===== config.mk =====
export PLATFORM = sky130hd
export DESIGN_NAME = riscv_instruction_field_decoder_top
export DESIGN_NICKNAME = d
export VERILOG_FILES = /design/src/design/rvfd_pkg.sv /design/src/design/rvfd_pipe_reg.sv /design/src/design/rvfd_decode.sv /design/src/design/riscv_instruction_field_decoder_top.sv
export VERILOG_INCLUDE_DIRS = /design/src /design/src/design
export SDC_FILE = /design/constraint.sdc
export NUM_CORES = 1
export LEC_CHECK = 0
export ABC_AREA = 0
export BUFFER_PORTS_ARGS = -buffer_cell sky130_fd_sc_hd__buf_2
export CAP_MARGIN = 20
export CELL_PAD_IN_SITES_DETAIL_PLACEMENT = 1
export CELL_PAD_IN_SITES_GLOBAL_PLACEMENT = 1
export CORE_MARGIN = 5
export CORE_UTILIZATION = 28
export CTS_CLUSTER_DIAMETER = 50
export DETAILED_ROUTE_END_ITERATION = 10
export MAX_ROUTING_LAYER = met4
export PLACE_DENSITY_LB_ADDON = 0.1
export SETUP_SLACK_MARGIN = 0.15
export SLEW_MARGIN = 20
export SYNTH_ARGS = -nofsm -noshare
export SYNTH_HDL_FRONTEND = slang
export SYNTH_SLANG_ARGS = --single-unit

===== constraint.sdc =====
create_clock -name clk_i -period 2.2 [get_ports clk_i]
set_input_delay 0.33 -clock clk_i [delete_from_list [all_inputs] [get_ports clk_i]]
set_output_delay 0.33 -clock clk_i [all_outputs]
set_load 0.05 [all_outputs]

===== src/design/riscv_instruction_field_decoder_top_assert.svh =====
// assertion macros for the instruction field decoder top level
`ifndef RISCV_INSTRUCTION_FIELD_DECODER_TOP_ASSERT_SVH
`define RISCV_INSTRUCTION_FIELD_DECODER_TOP_ASSERT_SVH

// concurrent check on an explicit clock and active-low reset
`define RVFD_ASSERT_CLK(label, clk, rstn, prop) \
  label: assert property (@(posedge clk) disable iff (!rstn) (prop)) \
    else $error("%m: check failed");

// concurrent check on the usual clk_i / rst_ni pair
`define RVFD_ASSERT(label, prop) \
  `RVFD_ASSERT_CLK(label, clk_i, rst_ni, prop)

`endif


===== src/design/rvfd_pkg.sv =====
// types, codes and widths shared by the instruction field decoder
package rvfd_pkg;

  localparam int unsigned INSTR_W = 32;
  localparam int unsigned REG_W   = 5;
  localparam int unsigned IMM_W   = 32;
  localparam int unsigned RES_W   = 56;

  // major opcodes, bits 6:0
  localparam logic [6:0] OPC_OPIMM = 7'h13;
  localparam logic [6:0] OPC_LOAD  = 7'h03;
  localparam logic [6:0] OPC_OP    = 7'h33;
  localparam logic [6:0] OPC_STORE = 7'h23;
  localparam logic [6:0] OPC_LUI   = 7'h37;
  localparam logic [6:0] OPC_JAL   = 7'h6f;

  // funct7 selectors for add/sub and srl/sra
  localparam logic [6:0] F7_BASE = 7'h00;
  localparam logic [6:0] F7_ALT  = 7'h20;

  // funct3 codes
  localparam logic [2:0] F3_ADD  = 3'd0;
  localparam logic [2:0] F3_SLL  = 3'd1;
  localparam logic [2:0] F3_SLT  = 3'd2;
  localparam logic [2:0] F3_SLTU = 3'd3;
  localparam logic [2:0] F3_XOR  = 3'd4;
  localparam logic [2:0] F3_SR   = 3'd5;
  localparam logic [2:0] F3_OR   = 3'd6;
  localparam logic [2:0] F3_AND  = 3'd7;
  localparam logic [2:0] F3_LD   = 3'd3;
  localparam logic [2:0] F3_LWU  = 3'd6;
  localparam logic [2:0] F3_SB   = 3'd0;
  localparam logic [2:0] F3_SH   = 3'd1;
  localparam logic [2:0] F3_SW   = 3'd2;

  typedef enum logic [2:0] {
    FMT_OPIMM = 3'd0,
    FMT_LOAD  = 3'd1,
    FMT_REG   = 3'd2,
    FMT_STORE = 3'd3,
    FMT_LUI   = 3'd4,
    FMT_JAL   = 3'd5
  } fmt_e;

  typedef enum logic [4:0] {
    MN_INVALID = 5'd0,
    MN_ADDI    = 5'd1,
    MN_SLTI    = 5'd2,
    MN_SLTIU   = 5'd3,
    MN_XORI    = 5'd4,
    MN_ORI     = 5'd5,
    MN_ANDI    = 5'd6,
    MN_LWU     = 5'd7,
    MN_LD      = 5'd8,
    MN_ADD     = 5'd9,
    MN_SUB     = 5'd10,
    MN_SLL     = 5'd11,
    MN_SLT     = 5'd12,
    MN_SLTU    = 5'd13,
    MN_XOR     = 5'd14,
    MN_SRL     = 5'd15,
    MN_SRA     = 5'd16,
    MN_OR      = 5'd17,
    MN_AND     = 5'd18,
    MN_SB      = 5'd19,
    MN_SH      = 5'd20,
    MN_SW      = 5'd21,
    MN_LUI     = 5'd22,
    MN_JAL     = 5'd23
  } mnem_e;

  // first member in the top bits, so valid_res lands in bit 0 when flattened
  typedef struct packed {
    logic signed [IMM_W-1:0] immediate;
    logic [REG_W-1:0]        src_reg2;
    logic [REG_W-1:0]        src_reg1;
    logic [REG_W-1:0]        dest_reg;
    mnem_e                   mnemonic;
    fmt_e                    format;
    logic                    valid_res;
  } dec_res_t;

endpackage


===== src/design/rvfd_pipe_reg.sv =====
// one valid/ready register stage with full throughput
module rvfd_pipe_reg #(
  parameter int unsigned Width = 32
) (
  input  logic             clk_i,
  input  logic             rst_ni,
  input  logic             valid_i,
  output logic             ready_o,
  input  logic [Width-1:0] data_i,
  output logic             valid_o,
  input  logic             ready_i,
  output logic [Width-1:0] data_o
);

  logic             valid_q, valid_d;
  logic [Width-1:0] data_q;
  logic             load;

  // take a new beat when empty or when the held one leaves this cycle
  assign ready_o = !valid_q || ready_i;
  assign load    = valid_i && ready_o;
  assign valid_d = load ? 1'b1 : (ready_i ? 1'b0 : valid_q);

  always_ff @(posedge clk_i or negedge rst_ni) begin
    if (!rst_ni) begin
      valid_q <= 1'b0;
    end else begin
      valid_q <= valid_d;
    end
  end

  always_ff @(posedge clk_i) begin
    if (load) begin
      data_q <= data_i;
    end
  end

  assign valid_o = valid_q;
  assign data_o  = data_q;

endmodule


===== src/design/rvfd_decode.sv =====
// field split, mnemonic lookup and immediate assembly for one instruction word
module rvfd_decode (
  input  logic [rvfd_pkg::INSTR_W-1:0] instr_i,
  output rvfd_pkg::dec_res_t           res_o
);
  import rvfd_pkg::*;

  logic [6:0]       opc;
  logic [2:0]       f3;
  logic [6:0]       f7;
  logic [REG_W-1:0] rd;
  logic [REG_W-1:0] rs1;
  logic [REG_W-1:0] rs2;
  logic [IMM_W-1:0] imm_i;
  logic [IMM_W-1:0] imm_s;
  logic [IMM_W-1:0] imm_u;
  logic [IMM_W-1:0] imm_j;

  assign opc = instr_i[6:0];
  assign rd  = instr_i[11:7];
  assign f3  = instr_i[14:12];
  assign rs1 = instr_i[19:15];
  assign rs2 = instr_i[24:20];
  assign f7  = instr_i[31:25];

  assign imm_i = {{20{instr_i[31]}}, instr_i[31:20]};
  assign imm_s = {{20{instr_i[31]}}, instr_i[31:25], instr_i[11:7]};
  assign imm_u = {instr_i[31:12], 12'h000};
  assign imm_j = {{11{instr_i[31]}}, instr_i[31], instr_i[19:12], instr_i[20],
                  instr_i[30:21], 1'b0};

  always_comb begin
    res_o = '0;
    case (opc)
      OPC_OPIMM: begin
        res_o.valid_res = 1'b1;
        res_o.format    = FMT_OPIMM;
        res_o.dest_reg  = rd;
        res_o.src_reg1  = rs1;
        res_o.immediate = imm_i;
        case (f3)
          F3_ADD:  res_o.mnemonic = MN_ADDI;
          F3_SLT:  res_o.mnemonic = MN_SLTI;
          F3_SLTU: res_o.mnemonic = MN_SLTIU;
          F3_XOR:  res_o.mnemonic = MN_XORI;
          F3_OR:   res_o.mnemonic = MN_ORI;
          F3_AND:  res_o.mnemonic = MN_ANDI;
          default: res_o.mnemonic = MN_INVALID;
        endcase
      end
      OPC_LOAD: begin
        res_o.valid_res = 1'b1;
        res_o.format    = FMT_LOAD;
        res_o.dest_reg  = rd;
        res_o.src_reg1  = rs1;
        res_o.immediate = imm_i;
        case (f3)
          F3_LWU:  res_o.mnemonic = MN_LWU;
          F3_LD:   res_o.mnemonic = MN_LD;
          default: res_o.mnemonic = MN_INVALID;
        endcase
      end
      OPC_OP: begin
        res_o.valid_res = 1'b1;
        res_o.format    = FMT_REG;
        res_o.dest_reg  = rd;
        res_o.src_reg1  = rs1;
        res_o.src_reg2  = rs2;
        case (f3)
          F3_ADD: begin
            if (f7 == F7_BASE) res_o.mnemonic = MN_ADD;
            else if (f7 == F7_ALT) res_o.mnemonic = MN_SUB;
            else res_o.mnemonic = MN_INVALID;
          end
          F3_SLL:  res_o.mnemonic = MN_SLL;
          F3_SLT:  res_o.mnemonic = MN_SLT;
          F3_SLTU: res_o.mnemonic = MN_SLTU;
          F3_XOR:  res_o.mnemonic = MN_XOR;
          F3_SR: begin
            if (f7 == F7_BASE) res_o.mnemonic = MN_SRL;
            else if (f7 == F7_ALT) res_o.mnemonic = MN_SRA;
            else res_o.mnemonic = MN_INVALID;
          end
          F3_OR:   res_o.mnemonic = MN_OR;
          default: res_o.mnemonic = MN_AND;
        endcase
      end
      OPC_STORE: begin
        res_o.valid_res = 1'b1;
        res_o.format    = FMT_STORE;
        res_o.src_reg1  = rs1;
        res_o.src_reg2  = rs2;
        res_o.immediate = imm_s;
        case (f3)
          F3_SB:   res_o.mnemonic = MN_SB;
          F3_SH:   res_o.mnemonic = MN_SH;
          F3_SW:   res_o.mnemonic = MN_SW;
          default: res_o.mnemonic = MN_INVALID;
        endcase
      end
      OPC_LUI: begin
        res_o.valid_res = 1'b1;
        res_o.format    = FMT_LUI;
        res_o.mnemonic  = MN_LUI;
        res_o.dest_reg  = rd;
        res_o.immediate = imm_u;
      end
      OPC_JAL: begin
        res_o.valid_res = 1'b1;
        res_o.format    = FMT_JAL;
        res_o.mnemonic  = MN_JAL;
        res_o.dest_reg  = rd;
        res_o.immediate = imm_j;
      end
      default: begin
        res_o = '0;
      end
    endcase
  end

endmodule


===== src/design/riscv_instruction_field_decoder_top.sv =====
// top level of the risc-v instruction field decoder (rv64i-style loads)
//
// usage
//   slave side: one 32-bit instruction word per beat on s_axis_tdata_i
//   master side: one decoded result per beat on m_axis_tdata_o, packed from
//     bit 0 up as valid_res, format, mnemonic, dest_reg, src_reg1, src_reg2,
//     immediate (56 bits, exactly seven bytes, no padding)
//   every input beat yields exactly one output beat, in order
// path and throughput
//   the input register takes each accepted word, the decode logic works on
//   it, and the result register loads the decoded beat once it has room,
//   which raises tvalid on the master side; one beat per cycle sustained
//   while m_axis_tready_i stays high, set by those two register stages
// reset
//   rst_ni low empties both stages at once; no beat is in flight afterwards
// stall
//   while the receiver holds m_axis_tready_i low the result register keeps
//   its beat and the input register can still take one more word; with both
//   full, s_axis_tready_o drops until the receiver takes a beat
`include "riscv_instruction_field_decoder_top_assert.svh"

module riscv_instruction_field_decoder_top (
  input  logic                         clk_i,
  input  logic                         rst_ni,
  // slave side
  input  logic                         s_axis_tvalid_i,
  output logic                         s_axis_tready_o,
  input  logic [rvfd_pkg::INSTR_W-1:0] s_axis_tdata_i,  // [31:0] instruction
  // master side
  output logic                         m_axis_tvalid_o,
  input  logic                         m_axis_tready_i,
  // [0] valid_res, [3:1] format, [8:4] mnemonic, [13:9] dest_reg,
  // [18:14] src_reg1, [23:19] src_reg2, [55:24] immediate
  output logic [rvfd_pkg::RES_W-1:0]   m_axis_tdata_o
);
  import rvfd_pkg::*;

  logic               instr_valid;
  logic               instr_ready;
  logic [INSTR_W-1:0] instr_q;
  dec_res_t           res_d;
  logic [RES_W-1:0]   res_bits;

  // input register: isolates the decode cone from the upstream timing
  rvfd_pipe_reg #(
    .Width (INSTR_W)
  ) u_in_reg (
    .clk_i   (clk_i),
    .rst_ni  (rst_ni),
    .valid_i (s_axis_tvalid_i),
    .ready_o (s_axis_tready_o),
    .data_i  (s_axis_tdata_i),
    .valid_o (instr_valid),
    .ready_i (instr_ready),
    .data_o  (instr_q)
  );

  // single pass of decode logic between the two registers
  rvfd_decode u_decode (
    .instr_i (instr_q),
    .res_o   (res_d)
  );

  assign res_bits = res_d;

  // result register: holds a beat while the receiver stalls
  rvfd_pipe_reg #(
    .Width (RES_W)
  ) u_out_reg (
    .clk_i   (clk_i),
    .rst_ni  (rst_ni),
    .valid_i (instr_valid),
    .ready_o (instr_ready),
    .data_i  (res_bits),
    .valid_o (m_axis_tvalid_o),
    .ready_i (m_axis_tready_i),
    .data_o  (m_axis_tdata_o)
  );

  // while the receiver is ready the input side never applies backpressure
  `RVFD_ASSERT(a_no_bubble_when_sink_ready, m_axis_tready_i |-> s_axis_tready_o)

  // a decoded word moves into the result register on the next edge
  `RVFD_ASSERT(a_decode_advances, (instr_valid && instr_ready) |=> m_axis_tvalid_o)

  // an unrecognised opcode leaves every other result field at zero
  `RVFD_ASSERT(a_invalid_is_clean,
    (m_axis_tvalid_o && !m_axis_tdata_o[0]) |-> (m_axis_tdata_o[RES_W-1:1] == '0))

  // lui and jal results never carry source registers
  `RVFD_ASSERT(a_u_j_no_sources,
    (m_axis_tvalid_o && (m_axis_tdata_o[3:1] == FMT_LUI || m_axis_tdata_o[3:1] == FMT_JAL))
      |-> (m_axis_tdata_o[23:14] == '0))

endmodule


---- Word level (Yosys, flattened, before mapping) ----
Cells that the tools add are included.
word-level totals
  bits of input ports ..................... 36
  memories kept ........................... 0
  logic and storage cells ................. 49
  register bits after elaboration ......... 90
  RAM bits ................................ 0
  latch bits .............................. 0
  output and inout port bits .............. 58
  memory bits (read-only) ................. 0
cells by class
  add/sub/neg operators ................... 0
  shifts and indexed selects .............. 0
  multiplexer cells ....................... 14
  div/mod/pow operators ................... 0
  bitwise operators ....................... 0
  multipliers ............................. 0
  magnitude comparators ................... 0
  reduce and logical (&&, ||, !) cells .... 14
  equal/unequal tests ..................... 14
operators with widths
  cell                number
  $pmux 32 s4         1
  $pmux 9 s6          1
  $pmux 5 s7          1
  $eq 7x6->1 const B  4
  $pmux 3 s6          1
  $mux 5              3
  $pmux 5 s3          1
  $eq 3x3->1 const B  4
  $pmux 4 s2          1
  $eq 7x2->1 const B  1
  $eq 7x5->1 const B  1
  $eq 7x7->1 const B  1
  $logic_not 7->1     1
  $eq 3x2->1 const B  2
  $reduce_or 5->1     1
  $mux 1              4
  $mux 4              1
  $reduce_bool 2->1   2
  $reduce_or 2->1     2
  $reduce_or 4->1     1
  $eq 3x1->1 const B  1
  $logic_not 3->1     1
  $logic_and 1x1->1   2
  $logic_not 1->1     2
  $logic_or 1x1->1    2

---- Longest topological paths before layout ----
Gate-level depths: netlist (run 1).
  depth in word-level cells ............... 5
  mapped depth ............................ 6
  depth with buffers taken out ............ 4

---- By module ----
Synthesis (run 1) repeated with hierarchy kept, for this count alone.
unflattened totals
  cells, all modules ...................... 232
  area, all modules ....................... 3692.3 um^2
modules (own cells, without submodules)
  module                     sequential area each (um^2)  times used  area an instance (um^2)  cells each
  rvfd_pipe_reg (u_out_reg)  1706.6                       1           1735.4                   60
  rvfd_pipe_reg (u_in_reg)   985.9                        1           1014.7                   36
  rvfd_decode                0.0                          1           942.2                    136

---- Least setup slack after synthesis (run 1) ----
OpenSTA, ideal clock, no wires.
  kind .................................... register to register
  start ................................... register u_out_reg.valid_q (netlist: u_out_reg.valid_o)
  end ..................................... register u_out_reg.data_q[0] (netlist: u_out_reg.data_o[0]), enable pin
  required time ........................... 1.780 ns
  period minus slack after synthesis ...... 2.491 ns
  library setup time ...................... 0.420 ns
  buffers on the path ..................... 0
  setup slack ............................. -0.291 ns
  arrival ................................. 2.071 ns
  stages on the path, launching flop included .. 3
  cells stage by stage .................... dfrtp_1 > nand2b_1 > and2_1
on the way
  cells in the longest elaborated chain, start to end .. 3
RTL lines
  element                   line                 text
  start, declared           rvfd_pipe_reg.sv:15  logic valid_q, valid_d;
  start signal, assigned    rvfd_pipe_reg.sv:28  valid_q <= valid_d;
  $logic_not 1->1           rvfd_pipe_reg.sv:20  assign ready_o = !valid_q || ready_i;
  $logic_or 1x1->1          rvfd_pipe_reg.sv:20
  $logic_and 1x1->1         rvfd_pipe_reg.sv:21  assign load = valid_i && ready_o;
  named net u_out_reg.load  rvfd_pipe_reg.sv:17  logic load;
  end signal, assigned      rvfd_pipe_reg.sv:34  data_q <= data_i;
  end, declared             rvfd_pipe_reg.sv:16  logic [Width-1:0] data_q;
The timed path passes the listed nets, and every way through them passes these cells.
A chain may end at the register's enable or synchronous reset.

---- Final worst setup path (run 1) ----
  start ................................... register u_in_reg.data_q[2] (netlist: u_in_reg.data_o[2])
  end ..................................... register u_out_reg.data_q[33] (netlist: u_out_reg.data_o[33]) (data pin)
on the way
  cells in the longest elaborated chain, start to end .. 3
  elaborated cells between the ends (all ways) .. 7
  classes of those cells .................. 5 x eq/ne; 1 x mux; 1 x reduce/logical
RTL lines
  element                                   line                                       text
  start, declared                           rvfd_pipe_reg.sv:16
  start signal, assigned                    rvfd_pipe_reg.sv:34
  $eq 7x5->1 or $eq 7x2->1 (tied branches)  rvfd_decode.sv:34                          case (opc)
  $reduce_or 2->1 (no source line)          -
  $pmux 32 s4 (*)                           rvfd_decode.sv:34
  named net res_bits[33]                    riscv_instruction_field_decoder_top.sv:42  logic [RES_W-1:0] res_bits;
Mark *: on every way through the listed nets, which the timed path passes. The rest lies on a longest branch.

==> impl_metrics.py, run 1 <==
metrics = {
    "outcome": {
        "run_status": "complete, no violations",
    },
    "timing": {
        "maxSlewHeadroom_pct": 56.1,
        "fin_crit_sh_pct": 85.9,
        "fin_crit_ns": 1.89,
        "maxSlewViolCount": 0,
        "grt_setup_unrepaired": "no",
        "finalClockSkew_ns": 0.00459,
        "tightest_slew_ns": 0.659,
        "setup_tns_ns": 0,
        "fmax_mhz": 529,
        "finalSetupViolCount": 0,
        "final_hold_viol_count": 0,
    },
    "grt": {
        "grt_pass1_wl_um": 14500,
        "grt_pass1_vias": 2512,
        "grt_max_degree": 33,
        "grt_overflow": 0,
        "track_usage_pct": 12.6,
        "antenna_found_initial": 0,
    },
    "clocking": {
        "clk_latency_ns": 0.34,
        "numCtsBuffers": 9,
        "cts_tree": "built",
        "cts_max_level": 3,
        "numClockSinks": 90,
        "postCtsSetupBuffers": 0,
        "root_buffer": "clkbuf_16",
        "ctsResizeCount": 0,
        "clk_path_buf_depth": 2,
        "hold_buffers": 1,
        "clk_pin_slew_ns": 0.07,
    },
    "yosys": {
        "synthCells": 240,
        "yosysSeqAreaShare_pct": 73.3,
        "yosys_warnings": 0,
        "yosysUniqueCellTypes": 45,
        "synthFlopType": "edfxtp_1",
        "ys_ff_latch": 90,
        "synth-edff-count": 88,
        "netlist_area_mm2": 0.00367,
        "async_flop_share_pct": 2.22,
        "synth_nets": 276,
        "syn_area_per_cell_um2": 15.3,
    },
    "routing": {
        "vias_per_cell": 4.58,
        "dr.first_iter.drc_count": 181,
        "wirelength_um": 9230,
        "drc_errors": 0,
        "drt-wirelength-per-cell_um": 17.8,
        "drtPass1Iterations": 4,
        "final_antenna_net_count": 0,
        "vias": 2374,
    },
    "worst_setup_path": {
        "r2r_cells": 4,
        "worstSetupEndpointType": "flop",
        "worst-path-buf-inv": 0,
        "worstPathMaxFanout": 7,
        "crit_family": "simple AND/OR/NAND/NOR gates",
        "path_cells": "and3_1 > nand3_1 > a21oi_1 > and2_2",
        "path_depth": 4,
        "cpPeakStageDelay_ns": 0.61,
        "startpoint_type": "flop",
        "cp.required_ns": 2.42,
        "crit_arrival_ns": 2.11,
        "criticalPathCategory": "reg2reg",
        "cp_slowest_cell": "a21oi_1",
    },
    "power_and_ir_drop": {
        "ir_worst_vdd_mv": 0.339,
        "power-per-cell-area_mw_per_mm2": 883,
        "p_leak_nw": 1.97,
    },
    "layout": {
        "nets": 377,
        "area_growth_syn_to_layout_pct": 27.7,
        "final_area_mm2": 0.00469,
        "antenna_cells": 0,
        "drive_above_1_share_pct": 37.9,
        "layout_commonest_cell": "buf_2",
        "final_cell_mix": "buf_2 (93), edfxtp_1 (88), a21o_1 (19)",
    },
    "place": {
        "gp_congestion": 0.804,
        "portBuffers": 93,
        "dp_hpwl_um": 6510,
        "place_area_mm2": 0.00439,
    },
    "floorplan": {
        "dieHeight_um": 125,
        "start_util_pct": 28.9,
        "io-pin-count": 94,
        "die_width_um": 125,
        "num_rows": 41,
        "core-area_mm2": 0.0127,
        "dieArea_mm2": 0.0155,
    },
    "worst_hold_path": {
        "min_path_type": "in2reg",
        "min_path_cells": 1,
    },
    "run": {
        "drv_cap": 0,
    },
}
-- registers in the layout, summed over array words and instances, names as in the netlist --
signal,flops
u_in_reg.valid_o,1
u_out_reg.valid_o,1
u_out_reg.data_o,56
u_in_reg.data_o,32
-- final cells by class --
cell class                      instances  area (um2)
Sequential cell                        90        2690
Inverter                                1        3.75
Multi-Input combinational cell        136         921
Fill cell                            1385        8030
Clock buffer                            9         225
Timing Repair Buffer                  103         568
Clock inverter                          7        68.8
Tap cell                              172         215
-- report_power, final --
part	switching, W	internal (W)	leakage [nW]
registers	0.0000669	0.00201	0.894
clock network	0.000664	0.000878	0.142
logic	0.000396	0.000128	0.937
-- cell usage after synthesis (2+ instances only) --
cell	instances	area share, %
a22oi_1	4	0.82
nor4_4	2	1.2
o21ai_0	4	0.54
a31o_2	3	0.72
clkbuf_1	5	0.51
and3_1	8	1.4
or3b_1	2	0.48
a32oi_1	2	0.48
buf_2	7	0.95
dfrtp_1	2	1.4
nor2_1	8	0.82
nand3b_1	3	0.61
a21o_1	19	3.9
and2_1	20	3.4
nor2b_1	7	1.2
nand2_1	12	1.2
nand2b_1	4	0.68
o22ai_1	5	0.85
edfxtp_1	88	72
a21oi_1	10	1.4
-- worst paths after layout --
kind | start | endpoint | slack, ns
worst max-delay path | u_in_reg.data_o[2]$_DFFE_PP_ | u_out_reg.data_o[33]$_DFFE_PP_ | 0.31
worst min-delay path | s_axis_tdata_i[8] | u_in_reg.data_o[8]$_DFFE_PP_ | 0.16
worst max register to register | u_in_reg.data_o[2]$_DFFE_PP_ | u_out_reg.data_o[33]$_DFFE_PP_ | 0.31
worst min register to register | u_in_reg.valid_o$_DFFE_PN0P_ | u_out_reg.valid_o$_DFFE_PN0P_ | 0.50
max in group asynchronous | rst_ni | u_out_reg.valid_o$_DFFE_PN0P_ | 1.79
min in group asynchronous | rst_ni | u_in_reg.valid_o$_DFFE_PN0P_ | 0.31
-- worst reg2reg max path: cells and delay by family (launching register included) --
kind	cells	cell delay, ns
AOI/OAI and AO/OA	1	0.61
DFF	1	0.49
and+or+nand+nor	3	0.67
-- cell families after synthesis --
family	after synthesis	share of synthesized area [%]
compound gates	59	11.8
xor+xnor	2	0.477
buf+inv	14	1.77
flops	90	73.3
mux	1	0.306
simple gates	74	12.4
-- per-stage QoR --
stage	power, W	hold WS, ns	worst slack [ns]	instances	utilization, %
floorplan	0.00247	0.0344	0.273	240	-
global placement	0.00265	0.116	0.230	501	34.5
detailed placement	0.00265	0.118	0.275	501	34.5
CTS	0.00421	0.141	0.259	518	36.9
global route	0.00431	0.144	0.164	518	36.9
finish	0.00414	0.156	0.310	518	36.9
-- per-layer routing --
metal | GRT usage, % | part of all wire (%) | vias to the layer above
met5 | - | 0 | -
met4 | 6.38 | 2.2 | 0
met3 | 2.57 | 5.3 | 11
met2 | 19.6 | 49 | 80
met1 | 15.6 | 44 | 1150
li1 | - | - | 1133
(Power assumes the default switching activity.)
==> inputs of run 2 (changes only) <==
--- a/config.mk
+++ b/config.mk
@@ -14,4 +14,5 @@
 export CORE_MARGIN = 5
 export CORE_UTILIZATION = 28
+export CTS_BUF_LIST = sky130_fd_sc_hd__clkbuf_8
 export CTS_CLUSTER_DIAMETER = 50
 export DETAILED_ROUTE_END_ITERATION = 10
==> constraint.sdc (replaced) <==
create_clock -name clk_i -period 2.2 [get_ports clk_i]
set_input_delay 0.44 -clock clk_i [delete_from_list [all_inputs] [get_ports clk_i]]
set_output_delay 0.44 -clock clk_i [all_outputs]
set_load 0.05 [all_outputs]
==> impl_metrics.py, run 2 (synthesis results as in run 1) <==
metrics = {
    "outcome": {
        "run_status": "complete, no violations",
    },
    "timing": {
        "grt_setup_unrepaired": "no",
        "setup_tns_ns": 0,
        "finalClockSkew_ns": 0.0124,
        "fin_crit_sh_pct": 85.9,
        "fin_crit_ns": 1.89,
        "finalSetupViolCount": 0,
        "fmax_mhz": 529,
        "maxSlewViolCount": 0,
        "final_hold_viol_count": 0,
        "tightest_slew_ns": 0.485,
        "maxSlewHeadroom_pct": 67.6,
    },
    "clocking": {
        "cts_max_level": 3,
        "clk_path_buf_depth": 2,
        "postCtsSetupBuffers": 0,
        "clk_latency_ns": 0.37,
        "clk_pin_slew_ns": 0.09,
        "root_buffer": "clkbuf_8",
        "cts_tree": "built",
        "numClockSinks": 90,
        "numCtsBuffers": 9,
    },
    "power_and_ir_drop": {
        "p_leak_nw": 1.92,
        "switching_power_w": 0.00104,
        "ir_worst_vdd_mv": 0.245,
        "power-per-cell-area_mw_per_mm2": 791,
        "netSwitchingFraction_pct": 29.0,
        "finalPower_w": 0.00360,
        "seqPwrFrac_pct": 57.7,
        "comb_power_share_pct": 14.2,
        "clkPwrFrac_pct": 28.1,
        "p_int_w": 0.00256,
    },
    "floorplan": {
        "core-area_mm2": 0.0127,
        "num_rows": 41,
        "io-pin-count": 94,
        "die_width_um": 125,
        "start_util_pct": 28.9,
        "dieArea_mm2": 0.0155,
        "dieHeight_um": 125,
    },
    "routing": {
        "drtPass1Iterations": 5,
        "vias": 2329,
        "vias_per_cell": 4.50,
        "wirelength_um": 9010,
        "dr.first_iter.drc_count": 143,
        "drc_errors": 0,
        "drt-wirelength-per-cell_um": 17.4,
        "final_antenna_net_count": 0,
    },
    "worst_setup_path": {
        "r2r-start": "u_in_reg.data_o[4]$_DFFE_PP_",
        "crit_end": "u_out_reg.data_o[9]$_SDFFCE_PN0P_",
        "r2r-end": "u_out_reg.data_o[9]$_SDFFCE_PN0P_",
        "r2r_setup_slack_ns": 0.31,
        "crit_start": "u_in_reg.data_o[4]$_DFFE_PP_",
        "crit_arrival_ns": 2.12,
        "cp.required_ns": 2.43,
        "criticalPathCategory": "reg2reg",
        "r2r_cells": 4,
        "startpoint_type": "flop",
        "worstPathMaxFanout": 14,
        "worstSetupEndpointType": "flop",
    },
    "grt": {
        "grt_pass1_vias": 2497,
        "grt_max_degree": 57,
        "track_usage_pct": 12.1,
        "grt_overflow": 0,
        "grt_pass1_wl_um": 13900,
        "antenna_found_initial": 0,
    },
    "run": {
        "drv_cap": 0,
    },
    "worst_hold_path": {
        "min_path_type": "in2reg",
    },
    "layout": {
        "final_cell_mix": "buf_2 (93), edfxtp_1 (88), a21o_1 (19)",
        "largest_register_ffs": 56,
        "drive_above_1_share_pct": 36.8,
        "nets": 376,
        "layout_commonest_cell": "buf_2",
        "antenna_cells": 0,
        "area_growth_syn_to_layout_pct": 23.8,
    },
    "place": {
        "dp_hpwl_um": 6240,
        "portBuffers": 93,
        "gp_congestion": 0.769,
    },
}
[run 2: stage by stage]
step	std cells	util (%)	cell area (um2)	hold WS (ns)	setup slack (ns)
6_report	517	35.8	4550	0.242	0.311
5_1_grt	517	35.8	4550	0.223	0.184
3_5_place_dp	500	34.4	4370	0.229	0.273
4_1_cts	517	35.7	4550	0.214	0.262
3_3_place_gp	500	34.4	4370	0.226	0.247
2_1_floorplan	240	-	3680	0.144	0.273
[run 2: routing by layer]
metal | share of wire [%] | track usage (%) | up-vias
li1 | - | - | 1129
met1 | 45 | 15.2 | 1126
met2 | 48 | 18.6 | 64
met3 | 4.5 | 2.49 | 10
met4 | 1.6 | 5.80 | 0
met5 | 0 | - | -
[run 2: power by group through the flow]
stage,combinational [W],clock [W],sequential (W)
floorplan,0.000135,0,0.00233
global placement,0.000520,0,0.00212
detailed placement,0.000518,0,0.00212
CTS,0.000521,0.00106,0.00208
global route,0.000545,0.00112,0.00209
finish,0.000513,0.00101,0.00208
[run 2: worst max-delay path: stages (launching register included)]
cell and delay [ns]:
edfxtp_1 0.64, and2_0 0.37, o21ai_0 0.15, a21oi_1 0.42, and2_1 0.19
[run 2: area by class of cell]
class	count	area (um2)
Clock buffer	10	138
Clock inverter	6	28.8
Fill cell	1365	8170
Inverter	1	3.75
Multi-Input combinational cell	136	925
Sequential cell	90	2690
Tap cell	172	215
Timing Repair Buffer	102	548
[run 2: worst min path at each step]
stage	startpoint	to	slack [ns]	depth (start not counted)
after floorplan	rst_ni	u_in_reg.valid_o$_DFFE_PN0P_	0.14	0
after global placement	rst_ni	u_out_reg.valid_o$_DFFE_PN0P_	0.23	1
after detailed placement	rst_ni	u_in_reg.valid_o$_DFFE_PN0P_	0.23	1
after CTS	s_axis_tdata_i[12]	u_in_reg.data_o[12]$_DFFE_PP_	0.21	1
after global routing	s_axis_tdata_i[16]	u_in_reg.data_o[16]$_DFFE_PP_	0.22	1
final	s_axis_tdata_i[27]	u_in_reg.data_o[27]$_DFFE_PP_	0.24	1
[run 2: what timing repair did]
action | in CTS | in global routing
hold endpoints to repair | 2 | 0
endpoints found under the setup margin | 0 | 1
hold buffers | 1 | 0
gates resized for setup | 0 | 1
==> inputs of run 3 (changes only) <==
RECOVER_POWER = 25   (was not set)
==> impl_metrics.py, run 3 (synthesis results as in run 1) <==
metrics = {
    "floorplan": {
        "start_util_pct": 28.9,
        "core-area_mm2": 0.0127,
        "io-pin-count": 94,
        "dieArea_mm2": 0.0155,
        "dieHeight_um": 125,
        "die_width_um": 125,
        "num_rows": 41,
    },
    "worst_setup_path": {
        "worstPathMaxFanout": 14,
        "cpPeakStageDelay_ns": 0.64,
        "cp.required_ns": 2.43,
        "criticalPathCategory": "reg2reg",
        "cp_slowest_cell": "edfxtp_1",
        "r2r_cells": 4,
        "crit_start": "u_in_reg.data_o[4]$_DFFE_PP_",
        "path_cells": "and2_0 > o21ai_0 > a21oi_1 > and2_1",
        "r2r-start": "u_in_reg.data_o[4]$_DFFE_PP_",
        "worstSetupEndpointType": "flop",
        "crit_arrival_ns": 2.12,
        "startpoint_type": "flop",
    },
    "clocking": {
        "clk_pin_slew_ns": 0.09,
        "numClockSinks": 90,
        "cts_max_level": 3,
        "clk_latency_ns": 0.37,
        "clk_path_buf_depth": 2,
        "root_buffer": "clkbuf_8",
        "postCtsSetupBuffers": 0,
        "numCtsBuffers": 9,
        "cts_tree": "built",
    },
    "timing": {
        "fin_crit_sh_pct": 85.9,
        "finalClockSkew_ns": 0.0122,
        "fin_crit_ns": 1.89,
        "final_hold_viol_count": 0,
        "finalSetupViolCount": 0,
        "tightest_slew_ns": 0.790,
        "setup_tns_ns": 0,
        "maxSlewHeadroom_pct": 47.3,
        "fmax_mhz": 529,
        "maxSlewViolCount": 0,
        "grt_setup_unrepaired": "no",
        "whs_ns": 0.241,
    },
    "outcome": {
        "run_status": "complete, no violations",
    },
    "layout": {
        "nets": 376,
        "antenna_cells": 0,
        "multi_input_comb_area_um2": 925,
        "area_growth_syn_to_layout_pct": 23.4,
        "drive_above_1_share_pct": 36.2,
        "largest_register_ffs": 56,
        "layout_commonest_cell": "buf_2",
        "final_cell_count_no_fill": 517,
        "n_fill_cell": 1366,
        "final_cell_mix": "buf_2 (91), edfxtp_1 (88), a21o_1 (19)",
        "seqCellArea_mm2": 0.00269,
        "fin_util_pct": 35.7,
    },
    "routing": {
        "drtPass1Iterations": 5,
        "wirelength_um": 8990,
        "vias": 2335,
        "drt-wirelength-per-cell_um": 17.4,
        "drc_errors": 0,
        "vias_per_cell": 4.52,
        "dr.first_iter.drc_count": 142,
        "final_antenna_net_count": 0,
    },
    "power_and_ir_drop": {
        "power-per-cell-area_mw_per_mm2": 793,
        "ir_worst_vdd_mv": 0.241,
        "comb_power_share_pct": 14.1,
        "seqPwrFrac_pct": 57.8,
        "p_leak_nw": 1.91,
        "clkPwrFrac_pct": 28.1,
        "netSwitchingFraction_pct": 29.0,
        "switching_power_w": 0.00104,
        "p_int_w": 0.00255,
    },
    "place": {
        "dp_hpwl_um": 6240,
        "portBuffers": 93,
        "placed_cells": 500,
        "gp_congestion": 0.769,
    },
    "grt": {
        "antenna_found_initial": 0,
        "grt_max_degree": 57,
        "grt_overflow": 0,
        "grt_pass1_vias": 2497,
        "grt_pass1_wl_um": 13900,
        "track_usage_pct": 12.1,
    },
    "worst_hold_path": {
        "min_path_type": "in2reg",
        "min-delay-start": "s_axis_tdata_i[27]",
        "min_path_cells": 1,
    },
    "run": {
        "drv_cap": 0,
    },
}
-- run 3: cell types whose count changed in the layout (fill, tap and decap cells not counted) --
cell      previous run  this run
clkbuf_1             0         2
buf_2               93        91
clkbuf_4             0         1
buf_12               1         0
-- run 3: what timing repair did --
item / in CTS / in global routing
endpoints found under the hold margin: 2 / 0
hold buffers: 1 / 0
endpoints found under the setup margin: 0 / 1
gates resized for setup: 0 / 1
-- run 3: layout make-up --
class                      instances  share of cell area [%]
inverter                           1                  0.0828
sequential                        90                    59.4
clock inverter                     6                   0.634
tap                              172                    4.74
timing repair buffer             102                    11.8
clock buffer                      10                    3.03
multi-input combinational        136                    20.4
-- run 3: critical path: cells and delay by family (launching register included) --
family	cells	cell delay [ns]
flip-flops	1	0.64
AND/OR/NAND/NOR	2	0.56
AO/OA/AOI/OAI	2	0.57
-- run 3: path summary, 6_finish.rpt --
kind,to,slack (ns)
max in group asynchronous,u_out_reg.valid_o$_DFFE_PN0P_,1.68
min in group asynchronous,u_in_reg.valid_o$_DFFE_PN0P_,0.39
hold / removal,u_in_reg.data_o[27]$_DFFE_PP_,0.24
setup / recovery,u_out_reg.data_o[9]$_SDFFCE_PN0P_,0.31
setup reg to reg,u_out_reg.data_o[9]$_SDFFCE_PN0P_,0.31
hold reg to reg,u_out_reg.valid_o$_DFFE_PN0P_,0.51
-- run 3: through the flow --
step	power (W)	worst slack [ns]	instance area, um2
detailed placement	0.00264	0.273	4370
global route	0.00375	0.184	4540
CTS	0.00366	0.262	4550
finish	0.00360	0.311	4540
floorplan	0.00247	0.273	3680
global placement	0.00264	0.247	4370
-- run 3: metal layers --
layer | vias up | track usage [%] | wire length (um)
li1 | 1127 | - | -
met1 | 1123 | 15.2 | 3990
met2 | 71 | 18.6 | 4320
met3 | 14 | 2.49 | 479
met4 | 0 | 5.80 | 203
met5 | - | - | 0
-- run 3: power groups by stage --
stage | sequential, W | clock (W) | combinational, W
final | 0.00208 | 0.00101 | 0.000506
after global routing | 0.00209 | 0.00112 | 0.000538
after CTS | 0.00208 | 0.00106 | 0.000521
after detailed placement | 0.00212 | 0 | 0.000518
after global placement | 0.00212 | 0 | 0.000520
after floorplan | 0.00233 | 0 | 0.000135
